`src/rtl/core/rwc_pkg.sv`:
```
// Shared types and constants of the RGB window convolution block.
// No dependencies; imported by the top level, rwc_cell and rwc_checker.
`default_nettype none

package rwc_pkg;

    localparam int PIX_W      = 8;
    localparam int WEIGHT_W   = 12;
    localparam int WIDX_W     = 4;
    localparam int WREG_W     = 11;
    localparam int HEIGHT_W   = 13;
    localparam int MAX_HEIGHT = 4096;
    localparam int CFG_DATA_W = 13;
    // Room for up to 49 taps of 9-bit pixels times 12-bit weights.
    localparam int ACC_W      = 28;

    typedef enum logic [1:0] {
        OP_PIXEL  = 2'd0,
        OP_DRAIN  = 2'd1,
        OP_WEIGHT = 2'd2
    } t_op;

    localparam logic REG_IMAGE_WIDTH  = 1'b0;
    localparam logic REG_IMAGE_HEIGHT = 1'b1;

    // Partial window sums travelling down the cell chain.
    typedef struct packed {
        logic                    valid;
        logic                    last;
        logic signed [ACC_W-1:0] acc_red;
        logic signed [ACC_W-1:0] acc_green;
        logic signed [ACC_W-1:0] acc_blue;
    } t_wave;

endpackage

`default_nettype wire

```
`src/rtl/core/rwc_cell.sv`:
```
// One tap of the window: holds its weight and adds its product to the passing wave.
// Depends on rwc_pkg.
`default_nettype none

module rwc_cell #(
    parameter int KERNEL_SIZE = 3,
    parameter int TAP         = 0
) (
    input  wire logic                 i_clk,
    input  wire logic                 i_rst_n,
    input  wire logic [23:0]          i_px,
    input  wire rwc_pkg::t_wave       i_wave,
    input  wire logic                 i_wload,
    input  wire logic [3:0]           i_widx,
    input  wire logic signed [11:0]   i_wval,
    output rwc_pkg::t_wave            o_wave
);
    import rwc_pkg::*;

    // Taps are visited row by row; the weight table is ordered column first.
    localparam int WIDX = (TAP % KERNEL_SIZE) * KERNEL_SIZE + TAP / KERNEL_SIZE;

    logic signed [WEIGHT_W-1:0] r_weight;
    t_wave                      r_wave;
    t_wave                      n_wave;
    logic signed [20:0]         p_red;
    logic signed [20:0]         p_green;
    logic signed [20:0]         p_blue;

    assign p_red   = $signed({1'b0, i_px[7:0]})   * r_weight;
    assign p_green = $signed({1'b0, i_px[15:8]})  * r_weight;
    assign p_blue  = $signed({1'b0, i_px[23:16]}) * r_weight;

    always_comb begin
        n_wave           = i_wave;
        n_wave.acc_red   = i_wave.acc_red   + ACC_W'(p_red);
        n_wave.acc_green = i_wave.acc_green + ACC_W'(p_green);
        n_wave.acc_blue  = i_wave.acc_blue  + ACC_W'(p_blue);
    end

    always_ff @(posedge i_clk) begin
        if (!i_rst_n) begin
            r_weight <= '0;
        end else if (i_wload && (int'(i_widx) == WIDX)) begin
            r_weight <= i_wval;
        end
    end

    always_ff @(posedge i_clk) begin
        if (!i_rst_n) begin
            r_wave.valid <= 1'b0;
        end else begin
            r_wave <= n_wave;
        end
    end

    assign o_wave = r_wave;
endmodule

`default_nettype wire

```
`config.mk`:
```
export PLATFORM = sky130hd
export DESIGN_NAME = rwc_cell
export DESIGN_NICKNAME = d
export VERILOG_FILES = /design/src/rtl/core/rwc_pkg.sv /design/src/rtl/core/rwc_cell.sv
export SDC_FILE = /design/constraint.sdc
export NUM_CORES = 1
export LEC_CHECK = 0
export BUFFER_PORTS_ARGS = -buffer_cell sky130_fd_sc_hd__buf_4
export CORE_MARGIN = 3
export CORE_UTILIZATION = 55
export CTS_CLUSTER_DIAMETER = 50
export DETAILED_ROUTE_END_ITERATION = 6
export MAX_ROUTING_LAYER = met4
export PLACE_DENSITY = 0.76
export SYNTH_ARGS = -nofsm -noshare
export SYNTH_HDL_FRONTEND = slang
export SYNTH_SLANG_ARGS = --single-unit
```
`constraint.sdc`:
```
create_clock -name i_clk -period 7.25 [get_ports i_clk]
set_input_delay 1.45 -clock i_clk [delete_from_list [all_inputs] [get_ports i_clk]]
set_output_delay 1.45 -clock i_clk [all_outputs]
set_load 0.03 [all_outputs]
```
## Yosys cells after proc, flatten, opt, wreduce, memory -nomap -nowiden

Cells that the tools add are included.

| operators by class | value |
|---|---|
| bitwise operators | 0 |
| multiplexer cells | 0 |
| eq/ne operators | 0 |
| $lt $le $gt $ge | 0 |
| $add $sub $neg | 3 |
| multiply operators | 3 |
| reduce and logical (&&, ||, !) cells | 2 |
| shift-type cells | 0 |
| divide/modulo/power cells | 0 |

Operator list:

| operator | number |
|---|---|
| $add 28x21->28 | 3 |
| $mul 9x12->21 | 3 |
| $logic_not 4->1 | 1 |
| $logic_and 1x1->1 | 1 |

| word-level totals | value |
|---|---|
| bits in registers | 98 |
| bits in latches | 0 |
| bits in read-only memories | 0 |
| memories | 0 |
| bits in writable memories | 0 |

## Logic depth before layout (Yosys ltp)

Gate-level depths: netlist of the first run.

| logic depth | value |
|---|---|
| depth in word-level cells | 2 |
| mapped depth | 21 |

## Worst setup path before layout of the first run

Ideal clock, no wire load.

| path | value |
|---|---|
| path kind | input to register |
| start point | in i_px[8] |
| end point | reg r_wave, in the netlist o_wave[55] (data pin) |
| required time | 6.990 ns |
| path slack | 0.572 ns |
| setup time | 0.260 ns |
| arrival time | 6.418 ns |
| stages on the path | 19 |
| path through | clkbuf_1 > nand2_1 > fa_1 > inv_1 > fa_1 > fa_1 > inv_1 > fa_1 > inv_1 > fa_1 > ha_1 > clkbuf_1 > nand2_1 > o21a_1 > o211a_1 > and2_1 > a221o_2 > o21ai_1 > xnor2_1 |

RTL lines:

| item | line | source |
|---|---|---|
| start: declaration | rwc_cell.sv:11 | `input wire logic [23:0] i_px,` |
| end signal: assignment | rwc_cell.sv:53 | `r_wave <= n_wave;` |
| end: declaration | rwc_cell.sv:24 | `t_wave r_wave;` |

==> reports/qor.txt, run 1 <==
#FFs+latches synth: 98
Share of layout cells above drive strength 1: 12.6%
Reg area: 2810 µm²
Post-CTS Hold Buffers: 0
Area leader, netlist: fa_1
Netlist Area Pre-Place: 17500 µm²
Slew Limit Headroom: 26.3%
Cell Rows: 64
Sink Count: 98
Post-synth top area share: 35.6%
Fin cells: 2397
Achievable frequency: 154 MHz
Sequential power share: 34.0%
# setup viols final: 0
CTS H-Tree Depth: 3
CTS root buf: clkbuf_16
Post-synth top cells: inv_1 (426), fa_1 (312), nand2_1 (188)
Die X: 185 µm
Max-slew violations: 0
Sequential element share of the synthesized area: 16.0%
Async SR Flop Fraction: 0%
Post-route ant nets: 0
Crit path DAT: 6720 ps
Clock share of power: 31.3%
Clk Latency, worst-skew pair: 390 ps
Ys flop type: edfxtp_1
DR vias/cell: 5.29
Vias: 12.7k
Outcome: finished clean
Switching portion of total power: 33.5%
Ports: 215
Startpoint type of the worst setup path: input pin
Minimum clock period: 6510 ps
Number of synthesized flops with an enable pin: 85
Setup bufs post-CTS: 0
Initial antenna violation count: 1
Syn Nets: 2442
Pin count of the biggest net entering global routing: 70
Grt total ovfl: 0
CTS tree: built
Placed insts: 2381
Endpoints failing hold: 0
Total core area: 31000 µm²
CP endpoint kind: flop
Max_cap viols: 0
Fin crit share: 89.7%
Clock transition at path regs: 80 ps
Fillers: 2602
Measured slew at the worst slew-check pin: 1100 ps
Synth unique cells: 56
Pleak: 10.7 nW
Worst-path fanout max: 12
Die H: 185 µm
Number of global-route vias before repair: 13.6k
Syn avg cell area: 9.58 µm²
Peak VDD IR: 106 µV
Cell Pwr Density: 105 nW/µm²
Ys Warns: 0
Combinational Power Share: 34.8%
Internal power: 1.38 mW
First-pass GRT wire length: 63600 µm
Worst EP required: 7460 ps
GP Congestion: 0.920
Nets@finish: 2608
DR iter-0 viols: 533
Gate Count Post-Synth: 1830
Synth-to-layout area growth: 13.0%
Count leader, synth: inv_1
Initial DRT Pass Iterations: 5
RSZ-0062 raised after global routing: false
Routed wire per std cell: 15.7 µm
Crit path kind: input pin to flop
Net Sw Power: 696 µW
Area contributors post-synth: fa_1 (36%), edfxtp_1 (15%), ha_1 (12%), inv_1 (9.1%), and2_1 (5.7%)
Die ar.: 34100 µm²
Multi-input gate area: 12900 µm²
Setup TNS: 0 ps
Layout Skew: 18.2 ps
Post-DP HPWL: 30300 µm
Drt total wl: 37500 µm
Drc violations: 0
Total GRT Usage: 24.0%
Initial Util: 56.6%
Post_cts resized: 0
Number of port buffers: 214
TritonCTS buffer count: 9
Max Root-Sink Buffers: 2
Hold crit path type: flop to flop
layout make-up:
| class | count | area share [%] |
|---|---|---|
| repair buffers | 222 | 8.41 |
| diodes | 1 | 0.0126 |
| clock buffers | 9 | 1.14 |
| well taps | 396 | 2.50 |
| multi-input cells | 1239 | 64.9 |
| flip-flops and latches | 98 | 14.2 |
| inverters | 426 | 8.07 |
| clock inverters | 6 | 0.777 |
power groups by stage:
| stage | registers, mW | clock network [mW] | logic [mW] |
|---|---|---|---|
| final | 0.705 | 0.649 | 0.721 |
| after floorplan | 0.823 | 0 | 0.372 |
| after global routing | 0.711 | 0.682 | 0.800 |
| after global placement | 0.717 | 0 | 0.703 |
| after detailed placement | 0.718 | 0 | 0.719 |
| after CTS | 0.706 | 0.669 | 0.724 |
per-stage QoR:
stage	hold slack (ps)	cell area, µm²	power [mW]	util (%)	setup WS (ps)
after global placement	677	19400	1.42	62.7	550
after CTS	693	19800	2.10	63.9	787
after floorplan	537	17500	1.20	-	572
after global routing	748	19800	2.19	63.9	421
after detailed placement	677	19400	1.44	62.7	404
final	692	19800	2.08	63.9	743
cells in the final DEF, fill, tap and decap left out, types with 9 or more instances in the layout:
cell type    n
a21o_1      32
a21oi_1     75
a31oi_1     12
and2_1     160
and3_1      12
buf_4      222
clkbuf_16    9
dfxtp_1     13
edfxtp_1    85
fa_1       312
ha_1       171
inv_1      426
mux2i_1     13
nand2_1    188
nand3_1      9
nand4_1     14
nor2_1      28
nor2b_1     14
o21ai_0     37
o21bai_1    10
xnor2_1     46
xor2_1      30
registers in the layout, indices dropped and copies added, names as in the netlist:
register,count
o_wave,86
r_weight,12
worst max-delay path: stages:
cell and delay [ps]:
buf_4 160, nand2_1 140, fa_1 770, inv_1 110, fa_1 580, fa_1 640, inv_1 70, fa_1 450
inv_1 260, fa_1 470, ha_1 380, nand3_1 130, nor3_1 70, a21oi_1 140, o21ai_0 120, a21oi_2 210
mux2_2 360, nor3b_1 190
kinds of logic after synthesis:
group / count (synthesis) / share of synthesized area (%)
DFF: 98 / 16.0
and+or+nand+nor: 447 / 12.8
adders and majority gates: 483 / 47.8
buffers and inverters: 493 / 10.6
xor gates and xnor gates: 76 / 3.80
AOI/OAI and AO/OA: 219 / 8.06
muxes: 14 / 0.806
metal layers:
layer / share of wire (%) / vias up / global-route usage [%] / routed length (µm)
met2: 50 / 360 / 40.3 / 18800
met4: 2.9 / 0 / 8.86 / 1090
met1: 43 / 6253 / 30.3 / 16000
met3: 4.6 / 76 / 2.68 / 1710
met5: 0 / - / - / 0
li1: - / 5994 / - / -
path summary, 6_finish.rpt:
check                             from                        to  slack (ps)  cells after the start
max                            i_px[0]      o_wave[81]$_DFFE_PP_         740                     18
min           r_weight[8]$_SDFFE_PN0P_  r_weight[8]$_SDFFE_PN0P_         690                      2
max reg2reg  r_weight[11]$_SDFFE_PN0P_      o_wave[81]$_DFFE_PP_        1020                     18
min reg2reg   r_weight[8]$_SDFFE_PN0P_  r_weight[8]$_SDFFE_PN0P_         690                      2
No activity file was read; power rests on OpenSTA's default activity.
==> inputs of run 2 (changes only) <==
--- a/config.mk
+++ b/config.mk
@@ -12,6 +12,7 @@
 export DETAILED_ROUTE_END_ITERATION = 6
 export MAX_ROUTING_LAYER = met4
 export PLACE_DENSITY = 0.76
+export SLEW_MARGIN = 20
 export SYNTH_ARGS = -nofsm -noshare
 export SYNTH_HDL_FRONTEND = slang
 export SYNTH_SLANG_ARGS = --single-unit
==> constraint.sdc (replaced) <==
create_clock -name i_clk -period 7.6 [get_ports i_clk]
set_input_delay 1.52 -clock i_clk [delete_from_list [all_inputs] [get_ports i_clk]]
set_output_delay 1.52 -clock i_clk [all_outputs]
set_load 0.03 [all_outputs]
==> run 2 against run 1 <==
  * Critical path depth unchanged
  * Final cell count barely moved
  * Core utilization shrank 0.34 points
  * Via count about the same
  * Sequential share of layout area increased by 0.076 points
  * Largest cell class unchanged
  * Largest power group unchanged
==> reports/qor.txt, run 2 (same netlist as run 1, synthesis figures left out) <==
Outcome: finished clean
Vias: 12.7k (+0.016%)
Max-slew violations: 0 (unchanged)
Placed insts: 2378 (-0.13%)
Total core area: 31000 µm² (unchanged)
Clock transition at path regs: 80 ps (about the same)
Endpoints failing hold: 0 (unchanged)
Overall power: 1.86 mW (-11%)
Nets@finish: 2605 (-0.12%)
CP cell instances: buf_4 -> nand2_1 -> fa_1 -> inv_1 -> fa_1 -> fa_1 -> inv_1 -> fa_1 -> inv_1 -> fa_1 -> ha_1 -> nand3_1 -> nor3_1 -> a21oi_1 -> o21ai_0 -> a21oi_2 -> mux2_2 -> nor3b_1
Die ar.: 34100 µm² (unchanged)
Cell Pwr Density: 94.2 nW/µm² (-10%)
Peak VDD IR: 102 µV (-3.9%)
Fillers: 2576 (-1.0%)
Setup TNS: 0 ps (unchanged)
WHS: 683 ps (-8.86 ps)
Post-route ant nets: 0 (unchanged)
CP max stage cell: fa_1
CP max stage delay: 740 ps (-30 ps)
Setup WS pre-CTS: 710 ps (+306 ps)
CTS tree: built
TritonCTS buffer count: 9 (unchanged)
CTS H-Tree Depth: 3 (unchanged)
Measured slew at the worst slew-check pin: 1100 ps (-5.60 ps)
Fin crit share: 86.2%
CTS root buf: clkbuf_16
Largest register FFs: 86 (unchanged)
Drc violations: 0 (unchanged)
Share of layout cells above drive strength 1: 12.5% (-0.087 points)
Fin cells: 2395 (-0.083%)
GP Congestion: 0.901 (-2.1%)
Slew Limit Headroom: 26.7% (+0.37 points)
Routed wire per std cell: 15.5 µm (-0.76%)
Most frequent cells in the layout: inv_1 (426), fa_1 (312), buf_4 (219)
Hold crit path type: flop to flop
Met3 Use GR: 2.94% (+0.26 points)
Worst Slack Setup Final: 1050 ps (+302 ps)
Die X: 185 µm (unchanged)
DR vias/cell: 5.30 (about the same)
Post-DP HPWL: 30300 µm (about the same)
Pleak: 10.7 nW (-0.57%)
CP Buf/Inv Count: 4 (unchanged)
RSZ-0062 raised after global routing: false
Setup bufs post-CTS: 0 (unchanged)
Initial DRT Pass Iterations: 5 (unchanged)
Crit path DAT: 6760 ps (+40 ps)
Die H: 185 µm (unchanged)
Grt met1 use: 30.0% (-0.35 points)
Max Root-Sink Buffers: 2 (unchanged)
Cell Rows: 64 (unchanged)
Most common cell on crit path: fa_1
Synth-to-layout area growth: 12.4%
Most common cell after layout, fill and taps aside: inv_1
CP endpoint kind: flop
Number of global-route vias before repair: 13.6k (-0.044%)
Achievable frequency: 153 MHz
Clk Latency, worst-skew pair: 380 ps (about the same)
Worst-path fanout max: 12 (unchanged)
Startpoint type of the worst setup path: input pin
Max_cap viols: 0 (unchanged)
# setup viols final: 0 (unchanged)
Post_cts resized: 0 (unchanged)
Delay-heaviest family, CP: adder cells
Sink Count: 98 (unchanged)
GR peak layer: met2
Number of port buffers: 214 (unchanged)
Pin count of the biggest net entering global routing: 70 (unchanged)
Global Route met2 Usage: 41.5% (+1.2 points)
Total GRT Usage: 23.9% (-0.15 points)
Initial antenna violation count: 1 (unchanged)
DR iter-0 viols: 511 (-4.1%)
Grt total ovfl: 0 (unchanged)
Initial Util: 56.6% (unchanged)
First-pass GRT wire length: 63900 µm (+0.46%)
Ports: 215 (unchanged)
Layout Skew: 22.4 ps (+4.24 ps)
Worst EP required: 7810 ps (+350 ps)
Crit path kind: input pin to flop
Minimum clock period: 6550 ps
Drt total wl: 37200 µm (-0.84%)
Post-CTS Hold Buffers: 0 (unchanged)
-- run 2: cell count changes in the layout (fill, tap and decap cells not counted) --
cell        delta
buf_4          -3
bufinv_16      -4
clkbuf_1       +1
clkinv_1       -1
clkinv_2       +1
clkinv_4       +2
clkinvlp_4     +2
-- run 2: cell type report --
class / count / area (µm²) / area share (%)
Clock inverter: 6 / 67.6 / 0.343
Clock buffer: 10 / 229 / 1.16
Inverter: 426 / 1600 / 8.11
Antenna cell: 1 / 2.50 / 0.0127
Sequential cell: 98 / 2810 / 14.3
Timing Repair Buffer: 219 / 1640 / 8.34
Tap cell: 396 / 495 / 2.51
Multi-Input combinational cell: 1239 / 12900 / 65.2
-- run 2: worst min-delay path: stages (launching register included) --
cell and delay, ps:
dfxtp_1 420, mux2i_1 170, nor2b_1 50
-- run 2: report_power, final --
part           internal [mW]  switching, mW  leakage [nW]
sequential             0.655         0.0184         0.937
clock                  0.257          0.244         0.139
combinational          0.274          0.409          9.61
-- run 2: metrics by stage --
stage               cell area [µm²]  utilization (%)
floorplan                     17500                -
global route                  19700             63.6
CTS                           19700             63.6
detailed placement            19400             62.6
global placement              19400             62.6
finish                        19700             63.6
-- run 2: worst paths after layout --
path	cells past startpoint	slack, ps	from	to
setup reg to reg	18	1370	r_weight[11]$_SDFFE_PN0P_	o_wave[81]$_DFFE_PP_
setup / recovery	18	1050	i_px[0]	o_wave[81]$_DFFE_PP_
hold reg to reg	2	680	r_weight[8]$_SDFFE_PN0P_	r_weight[8]$_SDFFE_PN0P_
hold / removal	2	680	r_weight[8]$_SDFFE_PN0P_	r_weight[8]$_SDFFE_PN0P_
-- run 2: routing by layer --
metal / up-vias / share of wire (%)
li1: 5992 / -
met1: 6278 / 42
met2: 359 / 52
met3: 56 / 4.7
met4: 0 / 1.8
met5: - / 0
